==> config.mk <==
export PLATFORM = sky130hd
export DESIGN_NAME = transaction_stats_accumulator_core
export DESIGN_NICKNAME = d
export VERILOG_FILES = /design/src/hdl/tsa_pkg.sv /design/src/hdl/transaction_stats_accumulator_core.sv /design/src/hdl/tsa_latency.sv
export SDC_FILE = /design/constraint.sdc
export NUM_CORES = 2
export LEC_CHECK = 0
export BUFFER_PORTS_ARGS = -buffer_cell sky130_fd_sc_hd__buf_4
export CORE_AREA = 4 4 311 619
export CTS_CLUSTER_DIAMETER = 100
export DETAILED_ROUTE_END_ITERATION = 8
export DIE_AREA = 0 0 315 623
export GPL_ROUTABILITY_DRIVEN = 0
export GPL_TIMING_DRIVEN = 0
export PLACE_DENSITY = 0.78
export SLEW_MARGIN = 10
export SYNTH_ARGS = -nofsm -noshare
export SYNTH_HDL_FRONTEND = slang
export SYNTH_HIERARCHICAL = 1
export SYNTH_SLANG_ARGS = --single-unit
==> constraint.sdc <==
create_clock -name clk -period 16.17 [get_ports clk]
set_input_delay 4.851 -clock clk [delete_from_list [all_inputs] [get_ports clk]]
set_output_delay 4.851 -clock clk [all_outputs]
set_load 0.01 [all_outputs]
==> src/hdl/tsa_pkg.sv <==
`timescale 1ns / 1ps

package tsa_pkg;

	// default counter width
	localparam int COUNT_WIDTH_DEF = 64;

	// counter bank layout
	localparam int NUM_COUNTERS    = 24;
	localparam int NUM_BASIC       = 15;
	localparam int IDX_WIDTH       = 5;

	localparam int C_STARTED       = 0;
	localparam int C_DONE          = 1;
	localparam int C_SUCCESS       = 2;
	localparam int C_FAIL          = 3;
	localparam int C_FAIL_CONNECT  = 4;
	localparam int C_FAIL_IO       = 5;
	localparam int C_FAIL_PROTO    = 6;
	localparam int C_FAIL_RESOURCE = 7;
	localparam int C_DEFERRED      = 8;
	localparam int C_BYTES_TX      = 9;
	localparam int C_BYTES_RX      = 10;
	localparam int C_HTTP          = 11;
	localparam int C_CONCURRENCY   = 12;
	localparam int C_CONN_CREATED  = 13;
	localparam int C_CONN_REUSED   = 14;
	localparam int C_CONNECT_BASE  = 15;
	localparam int C_FIRST_RX_BASE = 18;
	localparam int C_COMPLETE_BASE = 21;

	// request kinds carried on tuser
	typedef enum logic [2:0] {
		REQ_ADMITTED   = 3'd0,
		REQ_CONN_NEW   = 3'd1,
		REQ_CONN_REUSE = 3'd2,
		REQ_START_FAIL = 3'd3,
		REQ_DEFERRED   = 3'd4,
		REQ_FINISHED   = 3'd5,
		REQ_READ       = 3'd6
	} req_type_t;

	// result codes of a finished flow
	localparam logic [2:0] RC_SUCCESS  = 3'd0;
	localparam logic [2:0] RC_CONNECT  = 3'd1;
	localparam logic [2:0] RC_PROTOCOL = 3'd2;
	localparam logic [2:0] RC_RESOURCE = 3'd3;
	localparam logic [2:0] RC_IO_FIRST = 3'd4;
	localparam logic [2:0] RC_IO_LAST  = 3'd7;

	// request payload layout
	localparam int IN_TDATA_WIDTH  = 336;
	localparam int OUT_TDATA_WIDTH = 64;

endpackage

==> src/hdl/transaction_stats_accumulator_core.sv <==
`timescale 1ns / 1ps

// Transaction statistics accumulator: 24 cumulative counters fed by events.
// Requests enter on the s_axis channel: tuser holds the request kind
// (admitted, connection created, connection reused, start failure, deferred,
// finished, read) and tdata the timestamps, byte counts, result code, http
// flag and counter index. Only a read request produces a response on the
// m_axis channel, carrying the selected counter zero-extended to 64 bits
// (index 24..31 reads as zero).
// A request is registered on acceptance; when it leaves the input register
// the bank updates and a read response is loaded into the output register,
// whose valid flag drives tvalid.
// Throughput: one request per cycle, but for reads held by a stalled response.
// Latency differences are formed before the input register and the counter
// adds/max compares after it: each update is one add-and-compare step.
// A read reads the bank after all earlier requests have updated it.
// Reset clears every counter and the valid flags of both channel registers.
// When the receiver stalls, one response waits in the output register while
// non-read requests keep flowing; a further read holds in the input register
// and back-pressures s_axis_tready until the response is taken.
module transaction_stats_accumulator_core #(
	parameter int COUNT_WIDTH = tsa_pkg::COUNT_WIDTH_DEF
) (
	input  logic                                 clk,
	input  logic                                 arst_n,
	input  logic                                 s_axis_tvalid,
	output logic                                 s_axis_tready,
	// now_time, start_time, connected_time, first_rx_time, request_bytes,
	// rsp_bytes, result_code, is_http, counter_index, zero pad
	input  logic [tsa_pkg::IN_TDATA_WIDTH-1:0]   s_axis_tdata,
	// req_type
	input  logic [2:0]                           s_axis_tuser,
	output logic                                 m_axis_tvalid,
	input  logic                                 m_axis_tready,
	// read_value
	output logic [tsa_pkg::OUT_TDATA_WIDTH-1:0]  m_axis_tdata
);
	import tsa_pkg::*;

	// request fields
	logic [63:0]          now_time;
	logic [63:0]          start_time;
	logic [63:0]          connected_time;
	logic [63:0]          first_rx_time;
	logic [31:0]          request_bytes;
	logic [31:0]          rsp_bytes;
	logic [2:0]           result_code;
	logic                 is_http;
	logic [IDX_WIDTH-1:0] counter_index;

	assign now_time       = s_axis_tdata[63:0];
	assign start_time     = s_axis_tdata[127:64];
	assign connected_time = s_axis_tdata[191:128];
	assign first_rx_time  = s_axis_tdata[255:192];
	assign request_bytes  = s_axis_tdata[287:256];
	assign rsp_bytes      = s_axis_tdata[319:288];
	assign result_code    = s_axis_tdata[322:320];
	assign is_http        = s_axis_tdata[323];
	assign counter_index  = s_axis_tdata[328:324];

	// latency qualification and differences ahead of the input register
	logic                   cpl_ok, con_ok, frx_ok;
	logic [COUNT_WIDTH-1:0] cpl_el, con_el, frx_el;
	logic [63:0]            cpl_diff, con_diff, frx_diff;

	always_comb begin
		cpl_diff = now_time - start_time;
		con_diff = connected_time - start_time;
		frx_diff = first_rx_time - start_time;
		cpl_el   = cpl_diff[COUNT_WIDTH-1:0];
		con_el   = con_diff[COUNT_WIDTH-1:0];
		frx_el   = frx_diff[COUNT_WIDTH-1:0];
		cpl_ok   = (start_time != 64'd0) && (now_time >= start_time);
		con_ok   = (start_time != 64'd0) && (connected_time >= start_time);
		frx_ok   = (start_time != 64'd0) && (first_rx_time >= start_time);
	end

	// input register
	logic                   valid_s1;
	req_type_t              type_s1;
	logic                   cpl_ok_s1, con_ok_s1, frx_ok_s1;
	logic [COUNT_WIDTH-1:0] cpl_el_s1, con_el_s1, frx_el_s1;
	logic [31:0]            req_bytes_s1, rsp_bytes_s1;
	logic [2:0]             code_s1;
	logic                   http_s1;
	logic [IDX_WIDTH-1:0]   idx_s1;
	logic                   fire_s1;
	logic                   out_valid_q;
	logic [63:0]            out_data_q;

	assign fire_s1       = valid_s1 && ((type_s1 != REQ_READ) || !out_valid_q || m_axis_tready);
	assign s_axis_tready = !valid_s1 || fire_s1;

	always_ff @(posedge clk or negedge arst_n) begin
		if (!arst_n) begin
			valid_s1 <= 1'b0;
		end else if (s_axis_tready) begin
			valid_s1 <= s_axis_tvalid;
		end
	end

	always_ff @(posedge clk) begin
		if (s_axis_tvalid && s_axis_tready) begin
			type_s1      <= req_type_t'(s_axis_tuser);
			cpl_ok_s1    <= cpl_ok;
			con_ok_s1    <= con_ok;
			frx_ok_s1    <= frx_ok;
			cpl_el_s1    <= cpl_el;
			con_el_s1    <= con_el;
			frx_el_s1    <= frx_el;
			req_bytes_s1 <= request_bytes;
			rsp_bytes_s1 <= rsp_bytes;
			code_s1      <= result_code;
			http_s1      <= is_http;
			idx_s1       <= counter_index;
		end
	end

	// event counters
	logic [COUNT_WIDTH-1:0] bank_q [NUM_BASIC];
	logic [COUNT_WIDTH-1:0] bank_d [NUM_BASIC];

	always_comb begin
		bank_d = bank_q;
		case (type_s1)
			REQ_ADMITTED: begin
				bank_d[C_STARTED]     = bank_q[C_STARTED] + COUNT_WIDTH'(1);
				bank_d[C_CONCURRENCY] = bank_q[C_CONCURRENCY] + COUNT_WIDTH'(1);
			end
			REQ_CONN_NEW: begin
				bank_d[C_CONN_CREATED] = bank_q[C_CONN_CREATED] + COUNT_WIDTH'(1);
			end
			REQ_CONN_REUSE: begin
				bank_d[C_CONN_REUSED] = bank_q[C_CONN_REUSED] + COUNT_WIDTH'(1);
			end
			REQ_START_FAIL: begin
				bank_d[C_STARTED]      = bank_q[C_STARTED] + COUNT_WIDTH'(1);
				bank_d[C_DONE]         = bank_q[C_DONE] + COUNT_WIDTH'(1);
				bank_d[C_FAIL]         = bank_q[C_FAIL] + COUNT_WIDTH'(1);
				bank_d[C_FAIL_CONNECT] = bank_q[C_FAIL_CONNECT] + COUNT_WIDTH'(1);
			end
			REQ_DEFERRED: begin
				bank_d[C_DEFERRED] = bank_q[C_DEFERRED] + COUNT_WIDTH'(1);
			end
			REQ_FINISHED: begin
				bank_d[C_DONE]     = bank_q[C_DONE] + COUNT_WIDTH'(1);
				bank_d[C_BYTES_TX] = bank_q[C_BYTES_TX] + COUNT_WIDTH'(req_bytes_s1);
				bank_d[C_BYTES_RX] = bank_q[C_BYTES_RX] + COUNT_WIDTH'(rsp_bytes_s1);
				// concurrency gauge stops at zero
				if (bank_q[C_CONCURRENCY] != '0) begin
					bank_d[C_CONCURRENCY] = bank_q[C_CONCURRENCY] - COUNT_WIDTH'(1);
				end
				// outcome classification
				case (code_s1) inside
					RC_SUCCESS: begin
						bank_d[C_SUCCESS] = bank_q[C_SUCCESS] + COUNT_WIDTH'(1);
						if (http_s1) begin
							bank_d[C_HTTP] = bank_q[C_HTTP] + COUNT_WIDTH'(1);
						end
					end
					RC_CONNECT: begin
						bank_d[C_FAIL]         = bank_q[C_FAIL] + COUNT_WIDTH'(1);
						bank_d[C_FAIL_CONNECT] = bank_q[C_FAIL_CONNECT] + COUNT_WIDTH'(1);
					end
					RC_PROTOCOL: begin
						bank_d[C_FAIL]       = bank_q[C_FAIL] + COUNT_WIDTH'(1);
						bank_d[C_FAIL_PROTO] = bank_q[C_FAIL_PROTO] + COUNT_WIDTH'(1);
					end
					RC_RESOURCE: begin
						bank_d[C_FAIL]          = bank_q[C_FAIL] + COUNT_WIDTH'(1);
						bank_d[C_FAIL_RESOURCE] = bank_q[C_FAIL_RESOURCE] + COUNT_WIDTH'(1);
					end
					[RC_IO_FIRST:RC_IO_LAST]: begin
						bank_d[C_FAIL]    = bank_q[C_FAIL] + COUNT_WIDTH'(1);
						bank_d[C_FAIL_IO] = bank_q[C_FAIL_IO] + COUNT_WIDTH'(1);
					end
					default: begin
					end
				endcase
			end
			default: begin
			end
		endcase
	end

	always_ff @(posedge clk or negedge arst_n) begin
		if (!arst_n) begin
			for (int i = 0; i < NUM_BASIC; i++) begin
				bank_q[i] <= '0;
			end
		end else if (fire_s1) begin
			bank_q <= bank_d;
		end
	end

	// latency statistics
	logic                   fin_s1;
	logic [COUNT_WIDTH-1:0] con_samples, con_total, con_peak;
	logic [COUNT_WIDTH-1:0] frx_samples, frx_total, frx_peak;
	logic [COUNT_WIDTH-1:0] cpl_samples, cpl_total, cpl_peak;

	assign fin_s1 = fire_s1 && (type_s1 == REQ_FINISHED);

	tsa_latency #(.COUNT_WIDTH(COUNT_WIDTH)) u_connect (
		.clk     (clk),
		.arst_n  (arst_n),
		.upd     (fin_s1 && con_ok_s1),
		.elapsed (con_el_s1),
		.samples (con_samples),
		.total   (con_total),
		.peak    (con_peak)
	);

	tsa_latency #(.COUNT_WIDTH(COUNT_WIDTH)) u_first_rx (
		.clk     (clk),
		.arst_n  (arst_n),
		.upd     (fin_s1 && frx_ok_s1),
		.elapsed (frx_el_s1),
		.samples (frx_samples),
		.total   (frx_total),
		.peak    (frx_peak)
	);

	tsa_latency #(.COUNT_WIDTH(COUNT_WIDTH)) u_complete (
		.clk     (clk),
		.arst_n  (arst_n),
		.upd     (fin_s1 && cpl_ok_s1),
		.elapsed (cpl_el_s1),
		.samples (cpl_samples),
		.total   (cpl_total),
		.peak    (cpl_peak)
	);

	// read selection over the whole bank
	logic [COUNT_WIDTH-1:0] view [NUM_COUNTERS];
	logic [63:0]            rd_value;

	always_comb begin
		for (int i = 0; i < NUM_BASIC; i++) begin
			view[i] = bank_q[i];
		end
		view[C_CONNECT_BASE]      = con_samples;
		view[C_CONNECT_BASE + 1]  = con_total;
		view[C_CONNECT_BASE + 2]  = con_peak;
		view[C_FIRST_RX_BASE]     = frx_samples;
		view[C_FIRST_RX_BASE + 1] = frx_total;
		view[C_FIRST_RX_BASE + 2] = frx_peak;
		view[C_COMPLETE_BASE]     = cpl_samples;
		view[C_COMPLETE_BASE + 1] = cpl_total;
		view[C_COMPLETE_BASE + 2] = cpl_peak;
		if (idx_s1 < IDX_WIDTH'(NUM_COUNTERS)) begin
			rd_value = 64'(view[idx_s1]);
		end else begin
			rd_value = 64'd0;
		end
	end

	// output register
	always_ff @(posedge clk or negedge arst_n) begin
		if (!arst_n) begin
			out_valid_q <= 1'b0;
		end else if (fire_s1 && (type_s1 == REQ_READ)) begin
			out_valid_q <= 1'b1;
		end else if (m_axis_tready) begin
			out_valid_q <= 1'b0;
		end
	end

	always_ff @(posedge clk) begin
		if (fire_s1 && (type_s1 == REQ_READ)) begin
			out_data_q <= rd_value;
		end
	end

	assign m_axis_tvalid = out_valid_q;
	assign m_axis_tdata  = out_data_q;

endmodule

==> src/hdl/tsa_latency.sv <==
`timescale 1ns / 1ps

module tsa_latency #(
	parameter int COUNT_WIDTH = tsa_pkg::COUNT_WIDTH_DEF
) (
	input  logic                   clk,
	input  logic                   arst_n,
	input  logic                   upd,
	input  logic [COUNT_WIDTH-1:0] elapsed,
	output logic [COUNT_WIDTH-1:0] samples,
	output logic [COUNT_WIDTH-1:0] total,
	output logic [COUNT_WIDTH-1:0] peak
);
	import tsa_pkg::*;

	logic [COUNT_WIDTH-1:0] samples_q;
	logic [COUNT_WIDTH-1:0] total_q;
	logic [COUNT_WIDTH-1:0] peak_q;

	// sample count, running sum and maximum of one latency
	always_ff @(posedge clk or negedge arst_n) begin
		if (!arst_n) begin
			samples_q <= '0;
			total_q   <= '0;
			peak_q    <= '0;
		end else if (upd) begin
			samples_q <= samples_q + COUNT_WIDTH'(1);
			total_q   <= total_q + elapsed;
			if (elapsed > peak_q) begin
				peak_q <= elapsed;
			end
		end
	end

	assign samples = samples_q;
	assign total   = total_q;
	assign peak    = peak_q;

endmodule

### Word level (Yosys, flattened, before mapping)

Cells that the tools add are included.

* output and inout port bits: 66
* bits of input ports: 343
* register bits after elaboration: 1873
* word-level logic and storage cells: 150

* eq/ne operators: 14
* $lt $le $gt $ge: 10
* multiplexer cells: 15
* reduce and logical (&&, ||, !) cells: 42
* $add $sub $neg: 25
* bitwise operators: 5

Operators with widths (number)
* adder 64 x 1 -> 64 bit (second input constant): 16
* two-way mux 64 bit: 10
* binary-select mux 64 bit (select 5 bit): 1
* case mux 128 bit (2 select lines): 1
* adder 64 bit: 3
* greater-or-equal comparator 64 bit: 3
* > comparator 64 bit: 3
* subtractor 64 bit: 3
* adder 64 x 32 -> 64 bit: 2
* case mux 64 bit (2 select lines): 1
* nonzero test 64 bit: 2
* subtractor 64 x 1 -> 64 bit (second input constant): 1
* AND reduction 2 bit: 9
* equality test 3 x 2 -> 1 bit (second input constant): 4
* AND reduction 4 bit: 3
* logical AND 1 bit: 11
* equality test 3 bit (second input constant): 3
* AND reduction 7 bit: 1
* equality test 3 x 1 -> 1 bit (second input constant): 2
* greater-or-equal comparator 6 bit (second input constant): 1
* logical NOT 3 bit: 2
* != test 2 bit (second input constant): 3
* NOT 5 -> 6 bit: 1
* AND reduction 3 bit: 2
* 13 further kinds: 23

### Longest topological paths before layout

* word-level depth: 8
* gate-level depth with buffers: 20
* depth with buffers taken out: 13

### By module

Netlist, hierarchy kept.

By module, submodules not included
* transaction_stats_accumulator_core: area an instance 80968.9 sq um, instances 1, seq. area each 34132.7 sq um, cells an instance 7517
* tsa_latency at u_complete ...: area an instance 12976.2 sq um, instances 2, seq. area each 4804.6 sq um, cells an instance 1316
* tsa_latency at u_first_rx: area an instance 12846.1 sq um, instances 1, seq. area each 4804.6 sq um, cells an instance 1312

### Least setup slack after synthesis

Ideal clock, no wire load.

* path kind: input to register
* start point: input port m_axis_tready
* end point: register code_s1[0], enable pin
* cell stages on the path: 3
* library setup time: 0.940 ns
* data required time: 15.230 ns
* buffers on the path: 0
* path slack: -1.751 ns
* arrival time: 16.980 ns
* cells stage by stage: nand2b_1 > nor2_1 > nor2b_1

* longest elaborated chain between the ends: 4

RTL lines
* start: declaration: RTL line transaction_stats_accumulator_core.sv:34 `input logic m_axis_tready,`
* logical OR 1 bit: RTL line transaction_stats_accumulator_core.sv:91 `assign fire_s1 = valid_s1 && ((type_s1 != REQ_READ) || !out_valid_q || m_axis_tready);`
* logical AND 1 bit: RTL line transaction_stats_accumulator_core.sv:91
* logical OR 1 bit: RTL line transaction_stats_accumulator_core.sv:92 `assign s_axis_tready = !valid_s1 || fire_s1;`
* logical AND 1 bit: RTL line transaction_stats_accumulator_core.sv:103 `if (s_axis_tvalid && s_axis_tready) begin`
* end signal: assignment: RTL line transaction_stats_accumulator_core.sv:113 `code_s1 <= result_code;`
* end: declaration: RTL line transaction_stats_accumulator_core.sv:84 `logic [2:0] code_s1;`

No other way between the ends.
A chain may end at the register's enable or synchronous reset.

### Worst setup path after layout

* start point: input port m_axis_tready
* end point: output port s_axis_tready

* longest elaborated chain between the ends: 3

RTL lines
* logical OR 1 bit: RTL line transaction_stats_accumulator_core.sv:91
* logical AND 1 bit: RTL line transaction_stats_accumulator_core.sv:91
* logical OR 1 bit: RTL line transaction_stats_accumulator_core.sv:92
* end: declaration: RTL line transaction_stats_accumulator_core.sv:27 `output logic s_axis_tready,`

No other way between the ends.

==> reports/qor.yml <==
global_routing:
  grt_max_degree: 165
  track_usage_pct: 40.69
  grt_use_met2_pct: 69.11
  grt_pass1_vias: 103600
  grt.overflow.total: 0
  use_met1_pct: 38.67
  gr-usage-met3_pct: 6.611
  antenna_found_initial: 15
  grt_pass1_wl_um: 601900
  grt_most_used_layer: "met2"
cells_and_area:
  drive_above_1_share_pct: 14.61
  syn2layout_area_growth_pct: 10.48
  fin_nets: 13070
  stdcell_count: 14700
  num-fill-cells: 13440
  final_common_cell: "dfrtp_1"
  layout_common_cells: "dfrtp_1 (1538), nand2_1 (1036), xnor2_1 (988), ha_1 (653), nor2_1 (627)"
place:
  place_inst: 14390
  place_hpwl_um: 318300
  portBuffers: 401
cts:
  clkLatencyLatePin_ns: 0.85
  clk_pin_slew_ns: 0.07
  cts_buffer_depth: 4
  cts_tree: "yes"
  hold_buffers: 0
  postCtsSetupRepairBufs: 0
  clockRootBuffer: "clkbuf_16"
  cts.sinks: 1873
  numCtsBuffers: 171
  cts-resized-gates: 0
  htreeDepth: 4
detailed_routing:
  ant_nets: 0
  vias: 98580
  drtIter0Drc: 8646
  dr.pass1.iters: 9
  drcViolationCount: 52
  wl_per_cell_um: 27.56
  totalWireLength_um: 405100
  vias_per_cell: 6.706
sta:
  final.period_utilization_pct: 64.88
  tns_ns: 0
  worstMarginPinSlew_ns: 1.485
  rsz0062_at_grt: "false"
  hold_ws_ns: 0.4677
  drv_slew: 0
  hold_violations: 0
  setup_viol: 0
  relSlewSlack_pct: 0.05911
  final.min_clock_period_ns: 10.49
  timing.fmax_ghz: 0.09532
  skew_ns: 0.05828
die:
  core-area_um2: 187800
  dieArea_um2: 196200
  die_h_um: 623
  io_pins: 409
  die_x_um: 315
  num_rows: 225
  start_util_pct: 63.78
setup_path:
  startpoint_type: "primary input"
  crit_arrival_ns: 5.64
  startpoint: "m_axis_tready"
  critical_path_class: "in -> out"
  endpoint: "s_axis_tready"
  timing.rr.start: "type_s1[1]$_DFFE_PP_"
  rrSetupSlack_ns: 8.69
  crit_fanout: 3
  cp-end-kind: "primary output"
  required_ns: 11.32
  r2r_cells: 20
  r2r-end: "bank_q[172]$_DFFE_PN0P_"
outcome:
  failed_checks: "design-rule violations, max-capacitance violations"
  status: "finished, violations left"
synthesis:
  async_flop_share_pct: 82.11
  ys_warn_count: 6
  synthCells: 11460
  dominantRegCellSynth: "dfrtp_1"
  synth_top_area_share_pct: 32.13
  synthTopCellsByArea: "dfrtp_1 (32%), mux4_2 (8.4%), edfxtp_1 (8.4%), xnor2_1 (7.2%), ha_1 (6.8%)"
  synth_enable_flop_cells: 335
  synth_area_leader_cell: "dfrtp_1"
  synth_nets: 12470
  ys_seq_area_share_pct: 40.53
  syn_area_um2: 119800
  yosysUniqueCellTypes: 129
  syn_avg_cell_area_um2: 10.45
  ys_ff_latch: 1873
job:
  drv_cap: 1
power_and_ir_drop:
  powerDensity_nw_per_um2: 136.6
  ir_drop_uv: 85.95
  p_leak_nw: 58.83
worst_hold_path:
  hp-class: "reg -> reg"
[Yosys cell counts (49+ instances only)]
master    number
and3_1       261
inv_1        513
nand3_1      518
nor4_1        82
and2_1        73
buf_1         56
a31oi_1       71
edfxtp_1     335
xnor2_1      988
ha_1         653
nor2_1       627
o21bai_1      93
mux2i_1       75
buf_2         77
nand2b_1      61
o21a_1        49
a21o_1       368
o21ai_0      334
dfrtp_1     1538
a21oi_1      582
nor3_1       153
nor2b_1       82
mux4_2       448
and4_1        98
xor2_1       485
nand4_1      336
clkbuf_1     324
nand2_1     1036
o22ai_1       78
mux2_2       355
[cell type report]
type	instances	area [um^2]	share of cell area, %
Antenna cell	11	27.53	0.02080
Buffer	465	1897	1.433
Clock buffer	241	4970	3.756
Clock inverter	59	653.1	0.4936
Inverter	514	1929	1.458
Multi-Input combinational cell	8609	67520	51.03
Sequential cell	1873	48550	36.69
Tap cell	2497	3124	2.361
Timing Repair Buffer	432	3656	2.763
[per-layer routing]
metal,wire [um],part of all wire [%],vias to the layer above
met4,60240,15,6
li1,-,-,42930
met2,196300,48,5274
met3,25490,6.3,2254
met5,45,0.011,-
met1,123100,30,48120
[worst max-delay path: stages]
cell      delay (ns)
buf_4           0.11
nand2b_1        0.18
nor2_1          0.28
inv_1           0.07
buf_4           0.15
[worst min-delay path by stage]
stage | from | endpoint | slack (ns) | cells after the start
finish | u_complete/samples[63]$_DFFE_PN0P_ | u_complete/samples[63]$_DFFE_PN0P_ | 0.47 | 1
detailed placement | bank_q[895]$_DFFE_PN0P_ | bank_q[895]$_DFFE_PN0P_ | 0.46 | 1
floorplan | bank_q[383]$_DFFE_PN0P_ | bank_q[383]$_DFFE_PN0P_ | 0.44 | 1
global route | bank_q[767]$_DFFE_PN0P_ | bank_q[767]$_DFFE_PN0P_ | 0.49 | 1
CTS | bank_q[831]$_DFFE_PN0P_ | bank_q[831]$_DFFE_PN0P_ | 0.47 | 1
global placement | bank_q[895]$_DFFE_PN0P_ | bank_q[895]$_DFFE_PN0P_ | 0.46 | 1
[where the power goes]
group          total [mW]  switching (mW)  internal [mW]
Sequential           6.36           0.761           5.60
Combinational        7.47            4.44           3.03
Clock                4.24            1.89           2.35
Total                18.1            7.09           11.0
[kinds of logic (layout without fill, tap and decap cells)]
group           after synthesis  after routing  synth area share (%)
compound gates             2023           2023                 11.07
xor+xnor                   1473           1473                 10.77
fa+ha+maj                   661            661                 6.956
buf+inv                     979           1711                 3.169
flops                      1873           1873                 40.53
mux                         879            879                 12.40
other cells                   0             11                     0
simple gates               3573           3573                 15.10
[sequential cells by signal, summed over array words and instances, names as in the netlist, 3 cells and up]
register            flops
m_axis_tdata           64
frx_el_s1              64
u_first_rx/samples     64
u_complete/peak        64
code_s1                 3
req_bytes_s1           32
u_connect/samples      64
u_complete/total       64
u_first_rx/peak        64
u_first_rx/total       64
cpl_el_s1              64
idx_s1                  5
u_connect/total        64
u_connect/peak         64
rsp_bytes_s1           32
u_complete/samples     64
con_el_s1              64
type_s1                 3
bank_q                960
[through the flow]
stage | setup slack, ns | util (%) | power [mW] | area [um^2]
6_report | 5.679 | 70.47 | 18.07 | 132300
4_1_cts | 5.674 | 70.44 | 17.77 | 132300
3_3_place_gp | -8.429 | 67.05 | 13.20 | 125900
2_1_floorplan | 3.589 | - | 11.28 | 119800
5_1_grt | 5.649 | 70.47 | 18.85 | 132300
3_5_place_dp | 5.673 | 67.44 | 13.53 | 126600
(Power assumes the default switching activity.)
